**config.mk**
```make
export PLATFORM = sky130hd
export DESIGN_NAME = zstring_text_decoder
export DESIGN_NICKNAME = d
export VERILOG_FILES = /design/src/rtl/zstd_pkg.sv /design/src/rtl/zstd_lane.sv /design/src/rtl/zstd_merge.sv /design/src/rtl/zstring_text_decoder.sv
export SDC_FILE = /design/constraint.sdc
export NUM_CORES = 1
export LEC_CHECK = 0
export BUFFER_PORTS_ARGS = -buffer_cell sky130_fd_sc_hd__buf_2
export CORE_MARGIN = 2
export CORE_UTILIZATION = 40
export CTS_BUF_LIST = sky130_fd_sc_hd__clkbuf_8
export CTS_CLUSTER_DIAMETER = 80
export DETAILED_ROUTE_END_ITERATION = 6
export PLACE_DENSITY_LB_ADDON = 0.3
export SETUP_SLACK_MARGIN = 0.5
export SLEW_MARGIN = 20
export SYNTH_ARGS = -nofsm -noshare
export SYNTH_HDL_FRONTEND = slang
export SYNTH_SLANG_ARGS = --single-unit
```
**constraint.sdc**
```tcl
create_clock -name aclk -period 5.8 [get_ports aclk]
set_input_delay 0.29 -clock aclk [delete_from_list [all_inputs] [get_ports aclk]]
set_output_delay 0.29 -clock aclk [all_outputs]
set_load 0.01 [all_outputs]
```
**src/rtl/zstd_pkg.sv**
```systemverilog
// ============================================================================
// zstd_pkg: shared types and constants of the packed text decoder
// Holds the alphabet, register index and result types, plus the
// punctuation alphabet lookup used by the decode lanes.
// ============================================================================
package zstd_pkg;

    localparam int CodeW  = 5;
    localparam int CharW  = 7;
    localparam int NLanes = 3;
    localparam int NSlots = 4;

    localparam logic [5:0] WordLimitRst   = 6'd30;
    localparam logic [7:0] MinLengthRst   = 8'd5;
    localparam logic [7:0] LengthBoundRst = 8'd200;

    localparam logic KIND_CHAR    = 1'b0;
    localparam logic KIND_VERDICT = 1'b1;

    localparam logic [CharW-1:0] CHAR_SPACE   = 7'h20;
    localparam logic [CharW-1:0] CHAR_LOWER_A = 7'h61;
    localparam logic [CharW-1:0] CHAR_UPPER_A = 7'h41;

    typedef enum logic [1:0] {
        ALPHA_LOWER = 2'd0,
        ALPHA_UPPER = 2'd1,
        ALPHA_PUNCT = 2'd2
    } alpha_t;

    typedef enum logic [1:0] {
        CFG_WORD_LIMIT   = 2'd0,
        CFG_MIN_LENGTH   = 2'd1,
        CFG_LENGTH_BOUND = 2'd2
    } cfg_idx_t;

    // Decoder state carried from one code to the next.
    typedef struct packed {
        alpha_t alpha;
        logic   skip;
    } lane_state_t;

    // What one lane found in its code.
    typedef struct packed {
        logic             emit;
        logic [CharW-1:0] ch;
    } lane_out_t;

    // One result beat.
    typedef struct packed {
        logic             kind;
        logic [CharW-1:0] ch;
        logic             acc;
    } result_t;

    function automatic logic [CharW-1:0] punct_char(input logic [CodeW-1:0] idx);
        logic [CharW-1:0] c;
        case (idx)
            5'd0:    c = 7'h20;  // space
            5'd1:    c = 7'h5E;  // ^
            5'd2:    c = 7'h30;
            5'd3:    c = 7'h31;
            5'd4:    c = 7'h32;
            5'd5:    c = 7'h33;
            5'd6:    c = 7'h34;
            5'd7:    c = 7'h35;
            5'd8:    c = 7'h36;
            5'd9:    c = 7'h37;
            5'd10:   c = 7'h38;
            5'd11:   c = 7'h39;
            5'd12:   c = 7'h2E;  // .
            5'd13:   c = 7'h2C;  // ,
            5'd14:   c = 7'h21;  // !
            5'd15:   c = 7'h3F;  // ?
            5'd16:   c = 7'h5F;  // _
            5'd17:   c = 7'h23;  // #
            5'd18:   c = 7'h27;  // '
            5'd19:   c = 7'h22;  // "
            5'd20:   c = 7'h2F;  // /
            5'd21:   c = 7'h5C;  // backslash
            5'd22:   c = 7'h2D;  // -
            5'd23:   c = 7'h3A;  // :
            5'd24:   c = 7'h28;  // (
            5'd25:   c = 7'h29;  // )
            default: c = 7'h20;
        endcase
        return c;
    endfunction

endpackage

```
**src/rtl/zstd_lane.sv**
```systemverilog
// ============================================================================
// zstd_lane: decode lane for one 5-bit text code
// Turns one code and the incoming shift/skip state into an optional
// character and the state handed to the next code.
// ============================================================================
module zstd_lane
    import zstd_pkg::*;
(
    input  logic [CodeW-1:0] code,
    input  lane_state_t      st_in,
    output lane_state_t      st_out,
    output lane_out_t        res
);

    logic [CodeW-1:0] idx;

    assign idx = code - 5'd6;

    always_comb begin
        st_out = st_in;
        res    = '0;
        if (st_in.skip) begin
            // Abbreviation index: consumed without effect.
            st_out.skip = 1'b0;
        end else if (code == 5'd0) begin
            res.emit     = 1'b1;
            res.ch       = CHAR_SPACE;
            st_out.alpha = ALPHA_LOWER;
        end else if (code <= 5'd3) begin
            st_out.skip  = 1'b1;
            st_out.alpha = ALPHA_LOWER;
        end else if (code == 5'd4) begin
            st_out.alpha = ALPHA_UPPER;
        end else if (code == 5'd5) begin
            st_out.alpha = ALPHA_PUNCT;
        end else begin
            res.emit     = 1'b1;
            st_out.alpha = ALPHA_LOWER;
            case (st_in.alpha)
                ALPHA_LOWER: res.ch = CHAR_LOWER_A + {2'b00, idx};
                ALPHA_UPPER: res.ch = CHAR_UPPER_A + {2'b00, idx};
                default:     res.ch = punct_char(idx);
            endcase
        end
    end

endmodule

```
**src/rtl/zstd_merge.sv**
```systemverilog
// ============================================================================
// zstd_merge: combines lane results into one word's result list
// Packs the found characters in order, updates the run counters and
// appends the run verdict when the run ends.
// ============================================================================
module zstd_merge
    import zstd_pkg::*;
(
    input  lane_out_t    lane_res [NLanes],
    input  logic         end_bit,
    input  logic [5:0]   words_seen,
    input  logic [7:0]   chars_emitted,
    input  logic [5:0]   word_limit,
    input  logic [7:0]   min_length,
    input  logic [7:0]   length_bound,
    output result_t      slots [NSlots],
    output logic [2:0]   count,
    output logic         run_end,
    output logic [5:0]   words_next,
    output logic [7:0]   chars_next
);

    logic [1:0] n_chars;
    logic [8:0] chars_sum;
    logic       ok;
    logic [2:0] pos;

    assign n_chars = {1'b0, lane_res[0].emit} + {1'b0, lane_res[1].emit}
                   + {1'b0, lane_res[2].emit};
    assign chars_sum  = {1'b0, chars_emitted} + {7'd0, n_chars};
    assign chars_next = chars_sum[8] ? 8'hFF : chars_sum[7:0];
    assign words_next = (words_seen == 6'h3F) ? 6'h3F : words_seen + 6'd1;

    assign run_end = end_bit || (words_next >= word_limit);
    assign ok      = end_bit && (chars_next >= min_length) && (chars_next < length_bound);

    always_comb begin
        for (int j = 0; j < NSlots; j++) begin
            slots[j] = '0;
        end
        pos = 3'd0;
        for (int i = 0; i < NLanes; i++) begin
            if (lane_res[i].emit) begin
                slots[pos[1:0]] = '{kind: KIND_CHAR, ch: lane_res[i].ch, acc: 1'b0};
                pos = pos + 3'd1;
            end
        end
        if (run_end) begin
            slots[pos[1:0]] = '{kind: KIND_VERDICT, ch: '0, acc: ok};
            pos = pos + 3'd1;
        end
        count = pos;
    end

endmodule

```
**src/rtl/zstring_text_decoder.sv**
```systemverilog
// ============================================================================
// zstring_text_decoder: packed text word decoder with run verdict
// Three decode lanes, a merge stage and a four-entry result buffer.
// ============================================================================
// Each input beat carries one 16-bit packed text word: bit 15 ends the run
// and bits 14..10, 9..5, 4..0 hold three 5-bit codes, taken high first. Three
// decode lanes handle the three codes in the same cycle, chaining the one-code
// shift and abbreviation-skip state from lane to lane, and a merge stage packs
// the characters found and, at the end of a run, a verdict beat (tuser high)
// telling downstream whether to keep the run's characters. A word's results
// (zero to four beats) sit in a result buffer and leave one beat per cycle
// while m_tready is high; tlast marks the final beat of each word. A new word
// is taken in the same cycle the previous word's last beat leaves, or whenever
// the buffer is empty, so words that yield no result never hold up the input.
// Configuration writes are accepted at any time and should only be issued
// while the block is idle.
// ============================================================================
module zstring_text_decoder
    import zstd_pkg::*;
(
    input  logic        aclk,
    input  logic        aresetn,
    // Input words
    input  logic        s_tvalid,
    output logic        s_tready,
    input  logic [15:0] s_tdata,    // [15:0] packed_word
    // Results
    output logic        m_tvalid,
    input  logic        m_tready,
    output logic [7:0]  m_tdata,    // [6:0] char_code, [7] accepted
    output logic        m_tuser,    // [0] kind
    output logic        m_tlast,
    // Configuration writes
    input  logic        cfg_valid,
    output logic        cfg_ready,
    input  logic [1:0]  cfg_index,
    input  logic [7:0]  cfg_data
);

    // Configuration registers.
    logic [5:0] word_limit_reg;
    logic [7:0] min_length_reg;
    logic [7:0] length_bound_reg;

    // Run state.
    lane_state_t st_reg;
    logic [5:0]  words_reg;
    logic [7:0]  chars_reg;

    // Result buffer: slot 0 is on the output.
    result_t     slot_reg  [NSlots];
    result_t     slot_next [NSlots];
    logic [2:0]  cnt_reg;
    logic [2:0]  cnt_next;

    lane_state_t lane_st  [NLanes+1];
    lane_out_t   lane_res [NLanes];
    result_t     new_slots [NSlots];
    logic [2:0]  new_cnt;
    logic        run_end;
    logic [5:0]  words_next;
    logic [7:0]  chars_next;
    logic        in_fire;
    logic        out_fire;

    assign cfg_ready = 1'b1;

    always_ff @(posedge aclk) begin
        if (!aresetn) begin
            word_limit_reg   <= WordLimitRst;
            min_length_reg   <= MinLengthRst;
            length_bound_reg <= LengthBoundRst;
        end else if (cfg_valid && cfg_ready) begin
            case (cfg_index)
                CFG_WORD_LIMIT:   word_limit_reg   <= cfg_data[5:0];
                CFG_MIN_LENGTH:   min_length_reg   <= cfg_data;
                CFG_LENGTH_BOUND: length_bound_reg <= cfg_data;
                default: ;
            endcase
        end
    end

    // The lanes decode the three codes of the word, each starting from
    // the state its higher neighbor leaves.
    assign lane_st[0] = st_reg;

    for (genvar g = 0; g < NLanes; g++) begin : g_lane
        zstd_lane u_lane (
            .code   (s_tdata[CodeW*(NLanes-g)-1 -: CodeW]),
            .st_in  (lane_st[g]),
            .st_out (lane_st[g+1]),
            .res    (lane_res[g])
        );
    end

    zstd_merge u_merge (
        .lane_res      (lane_res),
        .end_bit       (s_tdata[15]),
        .words_seen    (words_reg),
        .chars_emitted (chars_reg),
        .word_limit    (word_limit_reg),
        .min_length    (min_length_reg),
        .length_bound  (length_bound_reg),
        .slots         (new_slots),
        .count         (new_cnt),
        .run_end       (run_end),
        .words_next    (words_next),
        .chars_next    (chars_next)
    );

    // A new word may enter when the buffer is empty or its final beat is
    // leaving in this cycle.
    assign m_tvalid = (cnt_reg != 3'd0);
    assign out_fire = m_tvalid && m_tready;
    assign s_tready = (cnt_reg == 3'd0) || ((cnt_reg == 3'd1) && m_tready);
    assign in_fire  = s_tvalid && s_tready;

    assign m_tdata = {slot_reg[0].acc, slot_reg[0].ch};
    assign m_tuser = slot_reg[0].kind;
    assign m_tlast = (cnt_reg == 3'd1);

    always_comb begin
        slot_next = slot_reg;
        cnt_next  = cnt_reg;
        if (in_fire) begin
            slot_next = new_slots;
            cnt_next  = new_cnt;
        end else if (out_fire) begin
            for (int j = 0; j < NSlots - 1; j++) begin
                slot_next[j] = slot_reg[j+1];
            end
            slot_next[NSlots-1] = '0;
            cnt_next = cnt_reg - 3'd1;
        end
    end

    always_ff @(posedge aclk) begin
        slot_reg <= slot_next;
    end

    always_ff @(posedge aclk) begin
        if (!aresetn) begin
            cnt_reg   <= 3'd0;
            st_reg    <= '{alpha: ALPHA_LOWER, skip: 1'b0};
            words_reg <= 6'd0;
            chars_reg <= 8'd0;
        end else begin
            cnt_reg <= cnt_next;
            if (in_fire) begin
                if (run_end) begin
                    st_reg    <= '{alpha: ALPHA_LOWER, skip: 1'b0};
                    words_reg <= 6'd0;
                    chars_reg <= 8'd0;
                end else begin
                    st_reg    <= lane_st[NLanes];
                    words_reg <= words_next;
                    chars_reg <= chars_next;
                end
            end
        end
    end

    // The buffer never holds more than one word's four results.
    a_cnt_bound : assert property (@(posedge aclk) disable iff (!aresetn)
        cnt_reg <= 3'd4)
        else $error("result buffer count out of range");

    // A verdict is always the final beat of its word.
    a_verdict_last : assert property (@(posedge aclk) disable iff (!aresetn)
        m_tvalid && m_tuser |-> m_tlast)
        else $error("verdict beat without tlast");

    // A word with the end bit clears the run counters.
    a_end_clears : assert property (@(posedge aclk) disable iff (!aresetn)
        s_tvalid && s_tready && s_tdata[15] |=> (words_reg == 6'd0) && (chars_reg == 8'd0))
        else $error("run state not cleared after end word");

    // Input is only taken once the buffer is about to be empty.
    a_ready_drain : assert property (@(posedge aclk) disable iff (!aresetn)
        s_tready |-> (cnt_reg <= 3'd1))
        else $error("input taken while results still queued");

endmodule

```
# After elaboration in Yosys (flattened, before gate mapping)
# Memories as Yosys holds them, arrays and structs flattened.
# Index checks and enable logic that the tools add are counted.
dict set report word_totals {
  ff_bits 78
  word_cells 159
  inputBits 31
  romBits 672
  mem_count 3
}
dict set report classes {
  n_lt_le_gt_ge 12
  n_eq_ne 13
  n_reduce_logical 23
  n_bitwise 3
  n_mux 68
  addsub 17
}
# memory depth width read_ports rd_ports_with_merged_regs write_ports line_no
set memory_table {}
lappend memory_table {{(no name shown)} 32 7 1 0 0 zstd_pkg.sv:57} ;# case (idx)
lappend memory_table {{(no name shown)} 32 7 1 0 0 zstd_pkg.sv:57}
lappend memory_table {{(no name shown)} 32 7 1 0 0 zstd_pkg.sv:57}
# cell n
set ops {}
lappend ops {{36-bit two-way mux} 5}
lappend ops {{8-bit two-way mux} 18}
lappend ops {{36-bit bitwise mux} 3}
lappend ops {{9-bit demux with 2-bit select} 3}
lappend ops {{7-bit case mux with 2 select lines} 3}
lappend ops {{5-bit by 3-bit equality test with 1-bit output (second input constant)} 6}
lappend ops {{2-bit two-way mux} 15}
lappend ops {{9-bit two-way mux} 3}
lappend ops {{6-bit by 6-bit adder with 7-bit output (first input constant)} 3}
lappend ops {{7-bit by 5-bit adder with 7-bit output (first input constant)} 3}
lappend ops {{3-bit two-way mux} 6}
lappend ops {{5-bit by 2-bit less-or-equal comparator with 1-bit output (second input constant)} 3}
lappend ops {{5-bit logical NOT} 3}
lappend ops {{5-bit by 3-bit subtractor with 5-bit output (second input constant)} 3}
lappend ops {{6-bit two-way mux} 2}
lappend ops {{1-bit two-way mux} 10}
lappend ops {{8-bit by 2-bit adder with 9-bit output} 1}
lappend ops {{3-bit >= comparator (second input constant)} 3}
lappend ops {{3-bit by 1-bit < comparator with 1-bit output (second input constant)} 3}
lappend ops {{2-bit by 1-bit equality test with 1-bit output (second input constant)} 4}
lappend ops {{8-bit >= comparator} 1}
lappend ops {{1-bit logical AND} 8}
lappend ops {{2-bit logical NOT} 4}
lappend ops {{8-bit < comparator} 1}
lappend ops {{other kinds (17)} 22}

# Longest topological paths before layout
# Gate-level depths: netlist of run 1.
dict set report logic_depth {
  ltp_word 24
  depth_mapped 21
  mapped_depth_nobuf 18
}

# Hierarchy
# A second synthesis of run 1 with hierarchy kept.
dict set report unflattened {
  hier_cells 939
  hier_area_um2 7325.8
}
# module seq_area_each_um2 cells_per_inst area_per_inst_um2 n_inst
set modules_own_cells {}
lappend modules_own_cells {zstring_text_decoder 1921.8 334 3339.5 1}
lappend modules_own_cells {{zstd_lane (g_lane[0].u_lane ...)} 0.0 121 812.0 2}
lappend modules_own_cells {zstd_merge 0.0 242 1590.3 1}
lappend modules_own_cells {{zstd_lane (g_lane[2].u_lane)} 0.0 121 772.0 1}

# Least setup slack after synthesis of run 1
# Ideal clock, no wire load.
dict set report synth_path {
  path_type {input to register}
  start {input s_tdata[11]}
  end {register slot_reg[18] (netlist name), data pin}
  arrival_ns 4.696
  setup_slack_ns 0.836
  path_stages 19
  n_path_buf 2
  cell_sequence {clkbuf_1 inv_1 ha_1 or2_2 a221oi_1 fa_1 ha_1 fa_1 clkbuf_1 nand4_1 nor2b_1 ha_1 nand2b_1 a21o_1 a21o_1 a211oi_1 o21ai_0 o211ai_1 o21ai_0}
}
# item line_no
set synth_rtl {}
lappend synth_rtl {{start: declaration} zstring_text_decoder.sv:26} ;# input logic [15:0] s_tdata,
lappend synth_rtl {{end signal: assignment} zstring_text_decoder.sv:138} ;# slot_reg <= slot_next;
lappend synth_rtl {{end: declaration} zstring_text_decoder.sv:51} ;# result_t slot_reg [NSlots];

==> impl.org, run 1 <==
** Run status
- The flow ran to the end, and the final reports show no timing, DRC or antenna violations.

** Detailed routing
- For this block, the routed nets add up to 16000 um of wire.
- Post-DRT Antenna Nets :: 0
- Before antenna repair, the detailed router went through 5 iterations.
- WL per Instance :: 15.5 um
- DRC errors left :: 0
- The first routing iteration left 502 violations.
- DR vias/cell :: 5.55
- The routed layout has 5739 vias.

** GRT
- Global-route usage over all layers :: 0.181
- Overflow left after global routing :: 0
- Wire length of the first global-routing pass :: 26600 um
- Entering global routing, the biggest net connects 60 pins.
- The number of global-route vias before repair came to 5289.
- Number of antenna violations at the first check in global routing :: 0

** Clocking
- After clock tree synthesis, the clock-pin slew on the worst setup and hold paths is 0.08 ns.
- Clock tree synthesis selected as its root buffer the cell sky130_fd_sc_hd__clkbuf_8.
- Clock tree from TritonCTS :: built
- Number of clock sinks seen by CTS :: 78
- The clock passes through at most 2 buffers.
- Number of buffers inserted by hold repair at cts :: 0
- H-tree lvl count :: 3
- Later-pin clock latency in the skew report :: 0.37 ns
- In this run, CTS created clock tree buffers numbering 9.

** Logic synthesis
- The fraction of the mapped netlist area in compound gates came to 0.218.
- Of the total synthesized cell area, the portion taken by full adders, half adders and majority gates is 0.136.
- Of the total synthesized cell area, the portion taken by AND, OR, NAND and NOR gates is 0.215.
- Main combinational cell family by area after synthesis :: compound AO/OA/AOI/OAI gates
- Of the total synthesized cell area, the portion taken by XOR and XNOR cells is 0.0325.
- Number of synthesized flops with an enable pin :: 36
- Synthesis produced a netlist with a net count of 912.
- The Yosys step of the flow raised 0 warnings.
- Part of the Yosys area used for sequential elements :: 0.285
- Each instance of the synthesized netlist takes up on average 8.33 um2.
- Synth Cell Area :: 6740 um2
- Of all flip-flops after synthesis, the portion carrying an async set or reset was 0.
- After synthesis, the netlist uses 73 different library cells.
- The cell count after synthesis came out at 809.
- In the synthesized netlist the dominant register cell turns out to be sky130_fd_sc_hd__dfxtp_1.
- In this run, synthesis produced a sequential element count of 78.
- Measured against the total synthesized area, the mux share comes to 0.0422.

** Timing
- Static timing analysis puts the maximum clock frequency at 206 MHz.
- Setup violations remaining at the end of the flow were counted as 0.
- Relative slew margins :: 0.411
- Setup repair after global routing left no endpoint under its margin.
- PnR worst setup slack :: 0.934 ns
- Final critical path time including I/O delays and setup :: 4.87 ns
- Clock skew after layout :: 0.00848 ns
- Final setup TNS :: 0 ns
- At the pin with the least slew margin, the transition time is 0.878 ns.
- Final count of pins violating max slew :: 0
- Of the available clock period, the critical path in the final layout requires 0.839.
- Final-report hold violation count :: 0

** Layout
- The repair_antennas step left the layout with diodes totalling 0.
- Area growth, synth to finish :: 7.45%
- Non-filler instance count after layout :: 1034
- The filler cells instantiated in the layout total 1650.
- In the layout the commonest cells are sky130_fd_sc_hd__nand2_1 (93), sky130_fd_sc_hd__ha_1 (70), sky130_fd_sc_hd__inv_1 (49).
- The register with the most flip-flops in the layout has 27 of them.
- Of the cells placed in the final design, the portion with a size suffix greater than 1 is 0.103.
- The net count of the finished layout is 912.
- Most common cell after layout, fill and taps aside :: sky130_fd_sc_hd__nand2_1

** Placement
- Counting tap cells, the placed design contains a total of 1015 instances.
- Post-detail-place hpwl :: 11800 um
- In this run the tool buffered the top-level ports with 42 buffer cells.
- Routability-driven placement finished with a final weighted congestion of 0.858.
- DP Worst Slack :: 0.391 ns

** Critical path
- STA classifies the critical path endpoint as a flip-flop.
- The critical path ends at slot_reg[9].
- Cell count of the worst reg-to-reg path :: 15
- The worst setup path is of the in -> reg kind.
- The worst register-to-register path ends at slot_reg[9].
- Worst-case register-to-register setup slack :: 1.40 ns
- At the worst endpoint, the required time is 5.91 ns.
- In this run the critical register-to-register path is launched from lane_st[9].
- Launching element of the worst setup path :: s_tdata[11]
- Crit path arrival time :: 4.98 ns
- Top fanout value on the critical path :: 15
- STA classifies the critical path startpoint as an input port.

** Die
- Initial core utilization :: 0.408
- Die H :: 134 um
- The die is 134 um wide.
- Area enclosed by the die boundary :: 17900 um2
- For this design the top-level I/O count stands at 44.
- In this run the core area contains 47 standard-cell rows.
- After floorplanning, the core was sized to cover 16500 um2.

** Pwr
- For this design the static power due to leakage is 3.06 nW.
- The worst-case IR drop observed on VDD is 143 uV.
- Power Dens Cells :: 297 nW/um2

** Hold path
- Worst Min Path Start :: cfg_data[6]
- In this run the worst hold path is classified as in -> reg.

** Run
- Across the run, the number of max-cap violations was 0.
how the worst min path moves through the flow:
| stage | slack (ns) | depth (start not counted) | to |
|---|---|---|---|
| after global routing | 0.18 | 3 | min_length_reg[0] |
| after CTS | 0.15 | 3 | length_bound_reg[6] |
| after global placement | 0.44 | 2 | cnt_reg[1] |
| after detailed placement | 0.44 | 2 | cnt_reg[1] |
| after floorplan | 0.42 | 2 | min_length_reg[0] |
| final | 0.17 | 3 | length_bound_reg[6] |
routing by layer:
metal,GRT usage,vias to the layer above,part of all wire
li1,-,2943,-
met4,0.0538,0,0.017
met2,0.286,107,0.45
met1,0.253,2669,0.49
met5,0,-,0
met3,0.0329,20,0.041
area by class of cell:
class	count	area, um2	area share
clock buffer	11	151	0.0209
tap	220	275	0.0380
inverter	48	180	0.0249
multi-input combinational	621	4350	0.601
timing repair buffer	51	278	0.0384
clock inverter	5	81.3	0.0112
sequential	78	1920	0.266
cells in the mapped netlist (all sizes together), types with 7 or more instances:
| cell type | count | area [um2] |
|---|---|---|
| and3 | 7 | 43.8 |
| nor2b | 39 | 244 |
| o21ai | 47 | 239 |
| nor3b | 8 | 60.1 |
| o211ai | 21 | 158 |
| xor2 | 13 | 114 |
| nor2 | 36 | 135 |
| a21oi | 38 | 190 |
| a211oi | 10 | 75.1 |
| a31oi | 9 | 56.3 |
| a22oi | 16 | 120 |
| nand4 | 7 | 43.8 |
| a21o | 8 | 60.1 |
| mux2i | 25 | 250 |
| nand2 | 93 | 349 |
| clkbuf | 36 | 136 |
| nand3 | 19 | 95.1 |
| dfxtp | 42 | 841 |
| nor4 | 8 | 56.3 |
| ha | 70 | 876 |
| xnor2 | 12 | 105 |
| edfxtp | 36 | 1080 |
| inv | 48 | 180 |
| buf | 26 | 154 |
| nor3 | 26 | 141 |
timing repair:
item / CTS / global route
endpoints found under the setup margin: 0 / 4
buffers inserted: 0 / 3
gates resized for setup: 0 / 1
per-stage QoR:
stage               total power, mW  hold WS (ns)  utilization  area [um2]
floorplan                      1.48         0.415            -        6740
global placement               1.67         0.444        0.422        6980
detailed placement             1.68         0.445        0.422        6980
CTS                            2.16         0.147        0.436        7210
global route                   2.31         0.185        0.438        7240
finish                         2.15         0.166        0.438        7240
power breakdown:
group / leakage (nW) / internal (mW) / switching, mW
clock: 0.121 / 0.267 / 0.208
combinational: 2.23 / 0.322 / 0.527
sequential: 0.706 / 0.774 / 0.0489
total: 3.06 / 1.36 / 0.784
worst max-delay path: stages:
cell	delay [ns]
sky130_fd_sc_hd__buf_2	0.26
sky130_fd_sc_hd__inv_1	0.16
sky130_fd_sc_hd__ha_1	0.29
sky130_fd_sc_hd__nor4_1	0.27
sky130_fd_sc_hd__and3b_2	0.35
sky130_fd_sc_hd__a2bb2oi_2	0.29
sky130_fd_sc_hd__fa_1	0.47
sky130_fd_sc_hd__ha_1	0.23
sky130_fd_sc_hd__fa_1	0.50
sky130_fd_sc_hd__nand4_1	0.20
sky130_fd_sc_hd__nor2b_1	0.21
sky130_fd_sc_hd__ha_1	0.25
sky130_fd_sc_hd__nand2b_1	0.14
sky130_fd_sc_hd__a21o_1	0.17
sky130_fd_sc_hd__a21o_1	0.17
sky130_fd_sc_hd__a211oi_1	0.24
sky130_fd_sc_hd__o21ai_0	0.13
sky130_fd_sc_hd__o211ai_1	0.19
sky130_fd_sc_hd__o21ai_0	0.15
kinds of logic (layout without fill, tap and decap cells):
| family | count (synthesis) | count (layout) |
|---|---|---|
| AND/OR/NAND/NOR | 281 | 281 |
| adder cells (fa/ha/maj) | 72 | 72 |
| multiplexers | 28 | 28 |
| buffers and inverters | 110 | 115 |
| XOR/XNOR | 25 | 25 |
| AO/OA/AOI/OAI | 214 | 214 |
| flip-flops | 78 | 78 |
| other | 1 | 1 |
(Power assumes the default switching activity.)
==> inputs of run 2 (changes only) <==
Settings changed: ABC_AREA set to 1.
Clock period 5.8 ns to 4.9 ns, I/O delays scaled along.
==> run 2 against run 1 <==
Effect of this change:
- sequential share of layout area decreased by 0.65 points
- sequential power increased by 20%
- register-to-register slack worse by 0.55 ns
- flip-flop and latch count unchanged
- non-clock buffer count grew 1
- clock skew hardly changed
- first-iteration DRC count shrank 28%
- die area grew 0.73%
- power grew 15%
- area after synthesis is 0.76% higher
- setup slack worse by 0.13 ns
- combinational power rose by 19%
- largest cell class unchanged
==> impl.org, run 2 <==
** Logic synthesis
- The number of enable-type register cells in the synthesized netlist came to 36 (unchanged).
- Top-count cell post-synth :: sky130_fd_sc_hd__nand2_1
- Commonest cells in the netlist :: sky130_fd_sc_hd__nand2_1 (325), sky130_fd_sc_hd__inv_1 (111), sky130_fd_sc_hd__nor2_1 (84)
- The mean cell area of the mapped netlist is 6.76 um2 (-19%).
- The synthesized design spends more area on one cell type than any other, namely sky130_fd_sc_hd__nand2_1.
- The area fraction of the dominant cell type after synthesis is 0.180 (+0.0192).
- The warning count from the yosys run came to 0 (unchanged).
- Part of the Yosys area used for sequential elements :: 0.283 (-0.00216)
- Synth Register Bits :: 78 (unchanged)
- Synth Cell Area :: 6790 um2 (+0.76%)
- Nets in the synthesized netlist :: 1107 (+21%)
- The count of cell types in the netlist came to 46 (-37%).
- Top cells by area in the synthesized netlist :: sky130_fd_sc_hd__nand2_1 (18%), sky130_fd_sc_hd__edfxtp_1 (16%), sky130_fd_sc_hd__ha_1 (13%), sky130_fd_sc_hd__dfxtp_1 (12%), sky130_fd_sc_hd__inv_1 (6.1%)
- For this run, the leading register cell type out of synthesis is sky130_fd_sc_hd__dfxtp_1.
- Ys async rst share :: 0 (unchanged)
- Post-Synthesis Cells :: 1004 (+24%)

** Timing
- The number of pins with negative max-slew slack in the final report came to 0 (unchanged).
- Part of the cycle the worst path needs :: 0.836
- Final critical path time including I/O delays and setup :: 4.09 ns
- Setup violation total in the final timing report :: 0 (unchanged)
- Final-report hold violation count :: 0 (unchanged)
- For this run, the top clock speed supported by timing is 244 MHz.
- Clock skew after layout :: 0.00806 ns (-0.000422 ns)
- Relative slew margins :: 0.487 (+0.0763)
- The least setup slack across all paths after layout is 0.806 ns (-0.129 ns).
- The transition at the pin with the smallest max-transition slack was 0.770 ns (-0.108 ns).
- The final sum of negative setup slack is 0 ns (unchanged).
- Unrepaired setup endpoints after global routing :: no

** Critical path
- By instance count, the cell type seen most on the critical path is sky130_fd_sc_hd__nand2_1.
- The peak fanout along the critical path is 11 (-4).
- The register-to-register setup slack came to 0.85 ns (-0.55 ns).
- The critical path in this run is classified as in -> reg.
- Crit path arrival time :: 4.21 ns (-0.77 ns)
- Max incr delay on CP :: 0.42 ns (-0.08 ns)
- STA classifies the critical path startpoint as an input port.
- The depth of the worst register-to-register path is 24 (+9).
- The data required time at the worst endpoint is 5.01 ns (-0.90 ns).
- STA classifies the critical path endpoint as a flip-flop.
- The endpoint identified for the worst register-to-register timing path is m_tdata[7].
- Beginning of the worst register-to-register path :: lane_st[9]
- The slowest stage of the critical path is the sky130_fd_sc_hd__fa_1 cell.

** Layout
- Inserted Diodes :: 0 (unchanged)
- The proportion of layout cells with a drive suffix above 1 is 0.115 (+0.0116).
- The top cell types in the final layout, fill and taps aside, are sky130_fd_sc_hd__nand2_1 (324), sky130_fd_sc_hd__inv_1 (113), sky130_fd_sc_hd__nor2_1 (84).
- The flip-flop count of the largest register, all copies and words added came to 27 (unchanged).
- From synthesis to final layout, the design area changed by 9.36%.
- The total area of sequential cells is 1920 um2 (about the same).
- Most common cell after layout, fill and taps aside :: sky130_fd_sc_hd__nand2_1
- The final layout net count was 1143 (+25%).
- The footprint of the multi-input gates came to 4270 um2 (-1.8%).
- The total of fill cells in the finished design is 1721 (+4.3%).
- Fin util :: 0.448 (+0.00961)
- Non-filler instance count after layout :: 1265 (+22%)

** Die
- The die area came to 18000 um2 (+0.73%).
- Core ar. :: 16600 um2 (+0.36%)
- The initial core utilization was 0.409 (+0.00165).
- # rows :: 47 (unchanged)
- The horizontal extent of the die is 134 um (+0.37%).
- Die H :: 134 um (+0.37%)
- IO Pins :: 44 (unchanged)

** Detailed routing
- WL per Instance :: 12.9 um (-17%)
- Met3 wire length :: 695 um (+5.3%)
- The detailed-route via count is 6355 (+11%).
- Aggregate routed wire length :: 16300 um (+1.7%)
- Met2 Wirelength :: 7260 um (+0.40%)
- The highest metal layer carrying signal wires in the routed design is met4.
- The number of iterations in the first detailed-routing pass came to 5 (unchanged).
- M1 WL :: 8220 um (+4.6%)
- DR vias/cell :: 5.02 (-9.5%)
- Initial drt markers :: 359 (-28%)
- DRC errors left :: 0 (unchanged)
- The number of nets with antenna violations after routing is 0 (unchanged).

** Clocking
- Number of clock sinks seen by CTS :: 78 (unchanged)
- Clock tree from TritonCTS :: built
- Maximum count of clock buffers along a single path :: 2 (unchanged)
- Later-pin clock latency in the skew report :: 0.35 ns (-0.02 ns)
- The hold buffer count at cts was 0 (unchanged).
- Clock-pin slew of the registers on the worst-case setup and hold paths :: 0.08 ns (about the same)
- The CTS buffer count was 9 (unchanged).
- Clock tree root driver cell :: sky130_fd_sc_hd__clkbuf_8
- H-tree lvl count :: 3 (unchanged)

** Run
- The max capacitance violation total is 0 (unchanged).

** GRT
- The combined global-route utilization of all metal layers is 0.186 (+0.00461).
- Overflow left after global routing :: 0 (unchanged)
- The largest net degree at the start of global routing came to 39 (-35%).
- The number of global-route vias before repair came to 5757 (+8.8%).
- Number of antenna violations at the first check in global routing :: 0 (unchanged)
- The wire length of the first global-routing pass was 27600 um (+3.6%).

** Placement
- Post-detail-place hpwl :: 12200 um (+4.1%)
- Placer Congestion :: 0.904 (+5.4%)
- The number of input and output port buffers inserted was 42 (unchanged).
- DP Worst Slack :: 0.311 ns (-0.0795 ns)
- Cells after DPL :: 1243 (+22%)

** Pwr
- Power Dens Cells :: 334 nW/um2 (+13%)
- The maximum ir drop on the vdd rail was 168 uV (+17%).
- Standby leakage power :: 3.63 nW (+19%)

** Hold path
- Hold Path End :: length_bound_reg[7]
- The tightest min-delay check is of the in -> reg type.
- The worst hold path cell count came to 3 (unchanged).
- In this run the most critical hold path is launched from cfg_data[7].

** Run status
- Result of the run :: finished, final reports clean
[run 2: where the power goes]
part / internal [mW] / leakage, nW / total [mW] / switching (mW)
clock: 0.256 / 0.115 / 0.485 / 0.229
combinational: 0.330 / 2.81 / 1.01 / 0.680
sequential: 0.937 / 0.702 / 0.984 / 0.0472
[run 2: worst max path at each step]
stage	slack, ns	end	depth (start not counted)	start
floorplan	0.57	cnt_reg[2]	9	cnt_reg[0]
global placement	0.44	m_tdata[7]	27	s_tdata[10]
detailed placement	0.31	m_tdata[7]	27	s_tdata[10]
CTS	0.68	m_tdata[7]	27	s_tdata[10]
global route	0.51	slot_reg[9]	27	s_tdata[1]
finish	0.81	m_tdata[7]	27	s_tdata[1]
[run 2: cell families after synthesis]
group	synth area share
AO/OA/AOI/OAI	0.122
buffers and inverters	0.0907
AND/OR/NAND/NOR	0.362
XOR/XNOR	0.00645
adder cells (fa/ha/maj)	0.135
flip-flops	0.283
other	0.000552
[run 2: cell type report]
cell class,instances,area share
clock buffers,11,0.0204
clock inverters,5,0.00607
inverters,122,0.0625
multi-input cells,777,0.575
flip-flops and latches,78,0.259
well taps,220,0.0371
repair buffers,52,0.0394
[run 2: metrics by stage]
stage | instance area (um2) | hold slack [ns] | power [mW]
5_1_grt | 7420 | 0.122 | 2.69
3_5_place_dp | 7160 | 0.453 | 2.00
3_3_place_gp | 7160 | 0.455 | 1.99
2_1_floorplan | 6790 | 0.371 | 1.76
4_1_cts | 7360 | 0.109 | 2.49
6_report | 7420 | 0.124 | 2.48
[run 2: worst max-delay path, delay by kind of cell]
kind,cells,cell delay [ns]
adder cells (fa/ha/maj),5,1.54
AO/OA/AOI/OAI,3,0.41
AND/OR/NAND/NOR,13,1.36
buffers and inverters,6,0.65
[run 2: repair_timing]
| action | 4_1_cts | 5_1_grt |
|---|---|---|
| setup buffers | 0 | 6 |
| resized for setup | 0 | 10 |
| endpoints found under the setup margin | 0 | 4 |
[run 2: routing by layer]
metal | global-route usage | up-vias
met5 | 0 | -
met4 | 0.0327 | 0
met3 | 0.0291 | 10
met2 | 0.298 | 162
met1 | 0.267 | 2840
li1 | - | 3343
